File: src/rtl/hgm_fifo.sv
// small first-in first-out queue of register entries
// depends on nothing; used between front and back and on the result side
module hgm_fifo #(
    parameter int WIDTH = 8,
    parameter int DEPTH = 4
) (
    input  logic                             i_clk,
    input  logic                             i_rst_n,
    input  logic                             i_push,
    input  logic [WIDTH-1:0]                 i_data,
    input  logic                             i_pop,
    output logic [WIDTH-1:0]                 o_data,
    output logic                             o_full,
    output logic                             o_empty,
    output logic [$clog2(DEPTH+1)-1:0]       o_count
);
    localparam int PW = (DEPTH > 1) ? $clog2(DEPTH) : 1;
    localparam int CNW = $clog2(DEPTH + 1);

    logic [WIDTH-1:0] r_mem [DEPTH];
    logic [PW-1:0]    r_wr_ptr, r_rd_ptr;
    logic [CNW-1:0]   r_count;
    logic             do_push, do_pop;

    assign o_full  = (r_count == CNW'(DEPTH));
    assign o_empty = (r_count == '0);
    assign o_count = r_count;
    assign o_data  = r_mem[r_rd_ptr];
    assign do_push = i_push && !o_full;
    assign do_pop  = i_pop && !o_empty;

    function automatic logic [PW-1:0] next_ptr(input logic [PW-1:0] p);
        return (p == PW'(DEPTH - 1)) ? '0 : p + 1'b1;
    endfunction

    always_ff @(posedge i_clk) begin
        if (!i_rst_n) begin
            r_wr_ptr <= '0;
            r_rd_ptr <= '0;
            r_count  <= '0;
        end else begin
            if (do_push) r_wr_ptr <= next_ptr(r_wr_ptr);
            if (do_pop)  r_rd_ptr <= next_ptr(r_rd_ptr);
            if (do_push && !do_pop)      r_count <= r_count + 1'b1;
            else if (!do_push && do_pop) r_count <= r_count - 1'b1;
        end
    end

    always_ff @(posedge i_clk) begin
        if (do_push) r_mem[r_wr_ptr] <= i_data;
    end

endmodule

File: config.mk
export PLATFORM = sky130hd
export DESIGN_NAME = hgm_fifo
export DESIGN_NICKNAME = d
export VERILOG_FILES = /design/src/rtl/hgm_fifo.sv
export SDC_FILE = /design/constraint.sdc
export NUM_CORES = 1
export LEC_CHECK = 0
export BUFFER_PORTS_ARGS = -buffer_cell sky130_fd_sc_hd__buf_2
export CAP_MARGIN = 10
export CORE_AREA = 2 2 63 65
export DETAILED_ROUTE_END_ITERATION = 8
export DIE_AREA = 0 0 65 67
export GPL_TIMING_DRIVEN = 1
export PLACE_DENSITY = 0.65
export SYNTH_ARGS = -nofsm -noshare
export SYNTH_HDL_FRONTEND = slang
export SYNTH_SLANG_ARGS = --single-unit
export TNS_END_PERCENT = 20
File: constraint.sdc
create_clock -name i_clk -period 6.46 [get_ports i_clk]
set_clock_uncertainty 0.15 [all_clocks]
set_input_delay 0.969 -clock i_clk [delete_from_list [all_inputs] [get_ports i_clk]]
set_output_delay 0.969 -clock i_clk [all_outputs]
set_load 0.005 [all_outputs]
# Word-level counts from Yosys, hierarchy flattened
# Memory sizes are Yosys's and may differ from the RTL's. A register that Yosys moved wholly into a read port is not among the register bits.
# Index checks and enable logic that the tools add are counted.
[classes]
n_mul = 0
div_mod_pow = 0
add_sub_neg = 4
n_shift = 0
bitwise = 0
n_reduce_logical = 10
n_mux = 8
eq_ne = 3
n_lt_le_gt_ge = 0
[op_table]
columns = ["op", "n"]
rows = [
  ["$mux W2", 4],
  ["$mux W3", 2],
  ["$add A2 B1 Y2 const B", 2],
  ["$eq A2 B2 Y1 const B", 2],
  ["$logic_and A1 B1 Y1", 4],
  ["$logic_not A1 Y1", 4],
  ["$add A3 B1 Y3 const B", 1],
  ["$eq A3 B3 Y1 const B", 1],
  ["$logic_not A3 Y1", 1],
  ["$sub A3 B1 Y3 const B", 1],
  ["$mux W1", 2],
  ["$reduce_bool A2 Y1", 1],
]
[totals]
out_inout_bits = 13
wordCells = 29
ff_bits = 7
memories = 1
in_bits = 12
romBits = 0
ram_bits = 32
latchBits = 0
[mem_list]
columns = ["memory", "depth", "width", "rd", "rd_clocked_by_memory_dff", "write_ports", "line_no", "rtl"]
rows = [
  ["r_mem", 4, 8, 1, 1, 1, "20", "logic [WIDTH-1:0] r_mem [DEPTH];"],
]

# Depth between registers and ports, before layout
# Gate-level depths: netlist of the first run.
[logic_depth]
word_depth = 7
mapped_depth = 9
ltp_nobuf = 8

# Worst setup path before layout of the first run
# Ideal clock, no wire load.
[synth_path]
kind = "input port to flip-flop"
startpoint = "input port i_push"
endpoint = "register r_count[2], in the netlist o_count[2]"
setup_slack_ps = 3842
path_buffers = 1
required_ps = 6234
arrival_ps = 2393
setup_ps = 76
stages = 8
path_cell_list = "nor2b_1 -> buf_2 -> ha_1 -> inv_1 -> fa_1 -> xor2_1 -> or3_1 -> a21boi_0"
[synth_via]
elab_chain_len = 4
word_cells_on_any_way = 6
cone_classes = "mux (1); reduce/logical (5)"
[synth_lines]
columns = ["element", "line_no", "rtl"]
rows = [
  ["start: declaration", "9", "input logic i_push,"],
  ["$logic_and A1 B1 Y1 (*)", "29", "assign do_push = i_push && !o_full;"],
  ["net do_push", "23", "logic do_push, do_pop;"],
  ["$logic_not A1 Y1", "45", "else if (!do_push && do_pop) r_count <= r_count - 1'b1;"],
  ["$logic_and A1 B1 Y1", "45", ""],
  ["$reduce_bool A2 Y1 (no source line)", "n/a", ""],
  ["end signal: assignment", "44", "if (do_push && !do_pop) r_count <= r_count + 1'b1;"],
  ["end signal: assignment", "45", ""],
  ["end: declaration", "22", "logic [CNW-1:0] r_count;"],
]
# The timed path passes the listed nets; every way through them passes the cells marked *.
# A chain may end at the register's enable or synchronous reset.

==> out/qor.yml, run 1 <==
grt_usage: 0.130
clock_latency_ps: 290
drtIter0Drc: 25
drive_gt1_frac: 0.331
finalCritPeriodShare: 0.434
finalSetupViolations: 0
min_period_ps: 2810
cp_max_fo: 8
row_count: 22
netlist_area_mm2: 0.00163
timing.final.max_slew_violations: 0
slowest_delay_ps: 680
setup_slack_ps: 3650
fp.dieH_um: 67
num-nets-final: 139
routed_via_density: 4.94
antenna_found_initial: 0
p_sw_w: 0.000189
yosys_warnings: 0
initial_core_util: 0.452
worst_slew_pin_slew_ps: 588
dieArea_mm2: 0.00436
holdBufCountCts: 0
fin_area_mm2: 0.00190
worstSetupEndpointType: "output pin"
wl_per_cell_um: 14.3
grt_max_degree: 14
wirelength_um: 2420
io_pins: 25
p_seq_frac: 0.503
cap_violations: 0
clockBufferDepth: 2
switching_share: 0.263
reg2regPathDepth: 7
path_depth: 2
dp_slack_ps: 3420
place_hpwl_um: 1650
p_comb_frac: 0.222
drc: 0
whs_path_depth: 2
grt_overflow: 0
outcome: "finished clean"
first_pass_iters: 4
numCtsBuffers: 5
cp_top_family: "flip-flops"
diodes: 0
die_w_um: 65
avgSynthCellArea_um2: 17.5
place_area_mm2: 0.00179
yosysTopAreaCell: "edfxtp_1"
path_clk_slew_ps: 70
ys_ff_latch: 41
syn_inst: 93
yosys-top-cells-area: "edfxtp_1 (59%), dfxtp_1 (11%), mux4_2 (11%), ha_1 (4.6%), and2_1 (1.9%)"
synth.net_count: 112
slowest_stage: "dfxtp_1"
core_mm2: 0.00361
critPathLaunchType: "flip-flop"
cts-htree-levels: 2
grt_pass1_vias: 833
place_congestion: 0.694
ant_nets: 0
path_buf_inv: 1
p_leak_nw: 0.699
postCtsSetupBuffers: 0
cts_sinks: 41
vias: 835
grt_pass1_wl_um: 3930
crit_type: "reg2out"
cp.required_ps: 5340
finalHoldViolCount: 0
irDropWorstVdd_mv: 0.158
syn_to_final_growth_pct: 16.7
grt_setup_unrepaired: "no"
ys_seq_area_frac: 0.700
clock.fmax_mhz: 356
ys_types: 23
crit_chain: "mux4_2 > buf_2"
io_buffers: 24
min_path_type: "reg2reg"
root_buffer: "clkbuf_8"
internal_power_w: 0.000530
ctsResizeCount: 0
cp.arrival_ps: 1690
slew_headroom: 0.604
pwr-share-clk: 0.275
yosysTopAreaCellShare: 0.589
finalSetupTns_ps: 0
cts_tree: "yes"
powerDensity_mw_per_mm2: 378
## final timing paths
check	startpoint	endpoint	slack, ps
hold reg to reg	r_wr_ptr[1]$_SDFFE_PN0P_	r_wr_ptr[1]$_SDFFE_PN0P_	350
hold / removal	r_wr_ptr[1]$_SDFFE_PN0P_	r_wr_ptr[1]$_SDFFE_PN0P_	350
setup reg to reg	o_count[0]$_SDFFE_PN0P_	o_count[2]$_SDFFE_PN0P_	3930
setup / recovery	flip-flop	o_data[1]	3650
## cell usage in the layout, fill, tap and decap left out
cell / count
nor3_1: 1
mux4_2: 8
inv_1: 3
clkinvlp_4: 1
dfxtp_1: 9
xor2_1: 1
buf_2: 24
and2_1: 5
nor3b_2: 1
o31ai_1: 1
clkinv_1: 1
edfxtp_1: 32
fa_1: 1
nand3_1: 2
ha_1: 6
xnor2_1: 1
nor2_1: 2
o21ai_0: 3
a21boi_0: 1
nor2b_1: 2
bufinv_16: 1
clkbuf_8: 5
mux2i_1: 3
or3_1: 1
nand2_1: 6
## routing by layer
| metal | share of wire | global-route usage | wire length [µm] |
|---|---|---|---|
| met1 | 0.42 | 0.147 | 1020 |
| met2 | 0.50 | 0.213 | 1210 |
| met3 | 0.055 | 0.0541 | 134 |
| met4 | 0.019 | 0.0638 | 45 |
| met5 | 0 | 0 | 0 |
## per-stage QoR
stage	power (W)	cells	util	hold WS (ps)
2_1_floorplan	0.000471	93	-	318
3_3_place_gp	0.000527	161	0.497	333
3_5_place_dp	0.000532	161	0.497	343
4_1_cts	0.000728	169	0.528	354
5_1_grt	0.000760	169	0.528	403
6_report	0.000719	169	0.528	349
## synth_stat cells
library cell	instances
edfxtp_1	32
dfxtp_1	9
mux4_2	8
ha_1	6
nand2_1	6
and2_1	5
inv_1	3
mux2i_1	3
o21ai_0	3
buf_2	2
nand3_1	2
nor2_1	2
nor2b_1	2
a21boi_0	1
buf_1	1
clkbuf_1	1
fa_1	1
nor3_1	1
nor3b_2	1
o31ai_1	1
or3_1	1
xnor2_1	1
xor2_1	1
## power by group through the flow
stage | Combinational [W] | Sequential, W | Clock (W)
after floorplan | 0.000122 | 0.000348 | 0
after global placement | 0.000161 | 0.000366 | 0
after detailed placement | 0.000163 | 0.000370 | 0
after CTS | 0.000164 | 0.000364 | 0.000201
after global routing | 0.000178 | 0.000369 | 0.000213
final | 0.000160 | 0.000361 | 0.000198
## state kept, by name, summed over array words and instances, names as in the netlist, named ones only
signal,count
r_mem,32
r_wr_ptr,2
r_rd_ptr,2
o_count,3
## layout make-up
| cell class | instances | area, µm² |
|---|---|---|
| clock inverters | 3 | 41.3 |
| repair buffers | 24 | 120 |
| inverters | 3 | 11.3 |
| fillers | 310 | 1700 |
| multi-input cells | 45 | 460 |
| flip-flops and latches | 41 | 1140 |
| well taps | 48 | 60.1 |
| clock buffers | 5 | 68.8 |
## kinds of logic (layout without fill, tap and decap cells)
family,Yosys count,in the layout,synth area share
buf+inv,7,35,0.0176
fa+ha+maj,7,7,0.0583
compound gates,5,5,0.0184
flops,41,41,0.700
xor+xnor,2,2,0.0107
mux,11,11,0.129
simple gates,20,20,0.0660
## worst reg2reg max path: stages (launching register included)
cell,delay [ps]
dfxtp_1,390
o31ai_1,560
ha_1,290
inv_1,60
fa_1,370
xor2_1,160
or3_1,310
a21boi_0,170
(Power assumes the default switching activity.)
==> inputs of run 2 (changes only) <==
==> constraint.sdc (replaced) <==
create_clock -name i_clk -period 2.71 [get_ports i_clk]
set_clock_uncertainty 0.15 [all_clocks]
set_input_delay 0.4065 -clock i_clk [delete_from_list [all_inputs] [get_ports i_clk]]
set_output_delay 0.4065 -clock i_clk [all_outputs]
set_load 0.005 [all_outputs]
==> run 2 against run 1 <==
Clock-buffer cell count did not move. Largest cell class unchanged. Clock power rose by 140%. Highest routed layer unchanged. Critical path depth rose by 5.
==> out/qor.yml, run 2 (same netlist as run 1, synthesis figures left out) <==
cp.required_ps: 2780
num-nets-final: 141
drc: 0
hold_end: "r_mem[2][3]$_DFFE_PP_"
wirelength_um: 2480
grt_setup_unrepaired: "no"
numCtsBuffers: 5
wl_per_cell_um: 14.5
reg2regPathDepth: 7
grt_overflow: 0
io_buffers: 24
path_clk_slew_ps: 80
rrSetupSlack_ps: 430
grt_pass1_vias: 904
worst_slew_pin_slew_ps: 540
drive_gt1_frac: 0.341
final_cell_mix: "edfxtp_1 (32), buf_2 (24), dfxtp_1 (9), mux4_2 (8)"
outcome: "finished clean"
io_pins: 25
finalSetupTns_ps: 0
row_count: 22
finalSetupViolations: 0
holdBufCountCts: 0
slew_headroom: 0.640
clock.fmax_mhz: 439
hp-start: "i_data[3]"
cts-htree-levels: 2
ant_nets: 0
place_congestion: 0.706
vias: 838
syn_to_final_growth_pct: 17.7
worstSetupEndpointType: "flip-flop"
top_register: "r_mem"
clock_latency_ps: 290
fp.dieH_um: 67
timing.rr.start: "o_count[0]$_SDFFE_PN0P_"
finalHoldViolCount: 0
root_buffer: "clkbuf_8"
die_w_um: 65
cts_tree: "yes"
antenna_found_initial: 0
dieArea_mm2: 0.00436
grt_usage: 0.137
clockBufferDepth: 2
irDropWorstVdd_mv: 0.419
core_mm2: 0.00361
grt_pass1_wl_um: 4230
whs_path_depth: 1
critPathLaunchType: "flip-flop"
cap_violations: 0
p_leak_nw: 0.708
min_period_ps: 2280
postCtsSetupBuffers: 0
min_path_type: "in2reg"
routed_via_density: 4.90
grt_max_degree: 14
finalCritPeriodShare: 0.840
diodes: 0
timing.final.max_slew_violations: 0
ctsResizeCount: 0
initial_core_util: 0.452
cp.arrival_ps: 2350
finalPower_w: 0.00173
drtIter0Drc: 23
cts_sinks: 41
first_pass_iters: 4
powerDensity_mw_per_mm2: 900
crit_type: "reg2reg"
cp_max_fo: 6
reg2reg_to: "o_count[2]$_SDFFE_PN0P_"
layout_commonest_cell: "edfxtp_1"
largest_reg_flops: 32
place_hpwl_um: 1730
-- run 2: cell types whose count changed in the layout (fill, tap and decap cells not counted), sizes merged --
| cell | delta |
|---|---|
| buf | +2 |
-- run 2: final cells by class --
type                            count  area [µm²]
Clock buffer                        5        68.8
Clock inverter                      3        41.3
Fill cell                         297        1690
Inverter                            3        11.3
Multi-Input combinational cell     45         460
Sequential cell                    41        1140
Tap cell                           48        60.1
Timing Repair Buffer               26         135
-- run 2: metrics by stage --
step | instances | setup slack [ps] | hold WS (ps) | instance area, µm² | util
6_report | 171 | 432 | 177 | 1920 | 0.532
5_1_grt | 171 | 307 | 174 | 1920 | 0.532
4_1_cts | 171 | 415 | 164 | 1920 | 0.532
3_5_place_dp | 163 | 458 | 350 | 1810 | 0.501
3_3_place_gp | 163 | 563 | 333 | 1810 | 0.501
2_1_floorplan | 93 | 442 | 318 | 1630 | -
-- run 2: worst max path at each step --
stage | endpoint | startpoint | depth (start not counted) | slack [ps]
global placement | o_count[2]$_SDFFE_PN0P_ | o_count[0]$_SDFFE_PN0P_ | 7 | 560
CTS | o_data[0] | flip-flop | 2 | 420
finish | o_count[2]$_SDFFE_PN0P_ | o_count[0]$_SDFFE_PN0P_ | 7 | 430
floorplan | o_count[2]$_SDFFE_PN0P_ | o_count[0]$_SDFFE_PN0P_ | 7 | 440
detailed placement | o_count[2]$_SDFFE_PN0P_ | o_count[0]$_SDFFE_PN0P_ | 7 | 460
global route | o_count[2]$_SDFFE_PN0P_ | o_count[0]$_SDFFE_PN0P_ | 8 | 310
-- run 2: where the power goes --
group / internal, W / leakage (nW) / switching (W)
combinational: 0.000229 / 0.289 / 0.000164
clock: 0.000271 / 0.0518 / 0.000201
sequential: 0.000774 / 0.367 / 0.0000876
-- run 2: metal layers --
layer | vias to the layer above | track usage | wire length [µm]
li1 | 407 | - | -
met1 | 403 | 0.163 | 1110
met2 | 21 | 0.222 | 1190
met3 | 7 | 0.0405 | 111
met4 | 0 | 0.0798 | 63
met5 | - | 0 | 0
-- run 2: worst max-delay path: stages (launching register included) --
cell and delay [ps]:
dfxtp_1 390, o31ai_1 360, ha_1 250, inv_1 60
fa_1 370, xor2_1 150, or3_1 300, a21boi_0 170
==> inputs of run 3 (changes only) <==
==> constraint.sdc (replaced) <==
create_clock -name i_clk -period 2.24 [get_ports i_clk]
set_clock_uncertainty 0.15 [all_clocks]
set_input_delay 0.336 -clock i_clk [delete_from_list [all_inputs] [get_ports i_clk]]
set_output_delay 0.336 -clock i_clk [all_outputs]
set_load 0.005 [all_outputs]
==> run 3 against run 2 <==
Sequential cell count unchanged. Highest routed layer unchanged. Global-route usage about the same. Critical path type unchanged. Largest cell class unchanged. Sequential power increased by 17%. Register-to-register slack got worse by 350 ps. Final cell count increased by 2.3%.
==> out/qor.yml, run 3 (same netlist as run 1, synthesis figures left out) <==
dieArea_mm2: 0.00436
min_period_ps: 2150
wl_per_cell_um: 14.8
hp-start: "i_data[6]"
setup_slack_ps: 85.6
diodes: 0
place_congestion: 0.765
syn_to_final_growth_pct: 20.6
p_leak_nw: 0.728
cts_tree: "yes"
fp.dieH_um: 67
whs_ps: 104
p_comb_frac: 0.262
numCtsBuffers: 5
die_w_um: 65
irDropWorstVdd_mv: 0.477
min_path_type: "in2reg"
cts_sinks: 41
whs_path_depth: 1
timing.rr.start: "o_count[2]$_SDFFE_PN0P_"
top_register: "r_mem"
initial_core_util: 0.452
grt_pass1_wl_um: 4260
first_pass_iters: 4
row_count: 22
finalSetupViolations: 0
p_seq_frac: 0.468
rrSetupSlack_ps: 90
core_mm2: 0.00361
antenna_found_initial: 0
cap_violations: 0
num-nets-final: 145
dp_slack_ps: -29.0
clock.fmax_mhz: 464
grt_usage: 0.137
grt_pass1_vias: 908
cp.arrival_ps: 2210
outcome: "finished clean"
worst_slew_pin_slew_ps: 445
io_pins: 25
largest_reg_flops: 32
final_util: 0.545
drc: 0
finalCritPeriodShare: 0.962
p_sw_w: 0.000579
clock_latency_ps: 290
grt_max_degree: 15
drtIter0Drc: 34
routed_via_density: 4.95
io_buffers: 24
pwr-share-clk: 0.271
final_cell_mix: "edfxtp_1 (32), buf_2 (24), mux4_2 (8), dfxtp_1 (7)"
cp_max_fo: 6
critPathLaunchType: "flip-flop"
reg2regPathDepth: 8
cts-htree-levels: 2
reg2reg_to: "o_count[2]$_SDFFE_PN0P_"
hold_end: "r_mem[1][6]$_DFFE_PP_"
vias: 867
ant_nets: 0
clockBufferDepth: 2
place_hpwl_um: 1820
wirelength_um: 2580
path_clk_slew_ps: 80
finalPower_w: 0.00217
finalHoldViolCount: 0
layout_commonest_cell: "edfxtp_1"
timing.final.max_slew_violations: 0
crit_type: "reg2reg"
drive_gt1_frac: 0.409
worstSetupEndpointType: "flip-flop"
internal_power_w: 0.00159
powerDensity_mw_per_mm2: 1100
switching_share: 0.267
slew_headroom: 0.703
cp.required_ps: 2290
root_buffer: "clkbuf_8"
grt_overflow: 0
run 3: per-layer routing:
layer | GRT usage | vias to the layer above | routed length, µm
li1 | - | 412 | -
met1 | 0.152 | 428 | 1030
met2 | 0.242 | 21 | 1360
met3 | 0.0507 | 6 | 156
met4 | 0.0479 | 0 | 38
met5 | 0 | - | 0
run 3: layout make-up:
cell class | count | area [µm²]
fillers | 308 | 1640
flip-flops and latches | 41 | 1140
multi-input cells | 45 | 470
repair buffers | 30 | 165
clock buffers | 5 | 68.8
well taps | 48 | 60.1
clock inverters | 3 | 46.3
inverters | 3 | 11.3
run 3: timing repair:
action | CTS | global route
hold buffers | 0 | 0
setup buffers | 1 | 1
setup endpoints to repair | 1 | 1
resized for setup | 2 | 2
run 3: power by group through the flow:
stage	Combinational [W]	Sequential, W	Clock [W]
3_5_place_dp	0.000557	0.00103	0
6_report	0.000567	0.00101	0.000586
2_1_floorplan	0.000355	0.00101	0
3_3_place_gp	0.000537	0.00102	0
5_1_grt	0.000629	0.00103	0.000626
4_1_cts	0.000572	0.00101	0.000594
run 3: how the worst max path moves through the flow:
stage          cells after the start                      end                     from  slack [ps]
2_1_floorplan                      9  o_count[2]$_SDFFE_PN0P_  o_count[0]$_SDFFE_PN0P_          40
3_3_place_gp                       8  o_count[2]$_SDFFE_PN0P_  o_count[0]$_SDFFE_PN0P_         120
3_5_place_dp                       8  o_count[2]$_SDFFE_PN0P_  o_count[0]$_SDFFE_PN0P_         -30
4_1_cts                            8  o_count[2]$_SDFFE_PN0P_  o_count[2]$_SDFFE_PN0P_           7
5_1_grt                            8  o_count[2]$_SDFFE_PN0P_  o_count[2]$_SDFFE_PN0P_         -20
6_report                           8  o_count[2]$_SDFFE_PN0P_  o_count[2]$_SDFFE_PN0P_          90
run 3: per-stage QoR:
stage	cell area [µm²]	cells	setup TNS (ps)
after floorplan	1640	93	0
after global placement	1830	165	0
after global routing	1970	175	-24.8
final	1970	175	0
after CTS	1950	174	0
after detailed placement	1830	165	-29.0
run 3: worst max-delay path: stages, from the launching register on:
cell and delay (ps):
dfxtp_2 350, nor3b_2 170, nor2b_1 170, ha_2 210, inv_1 50, fa_2 350
xor2_1 160, or3_1 300, a21boi_0 180
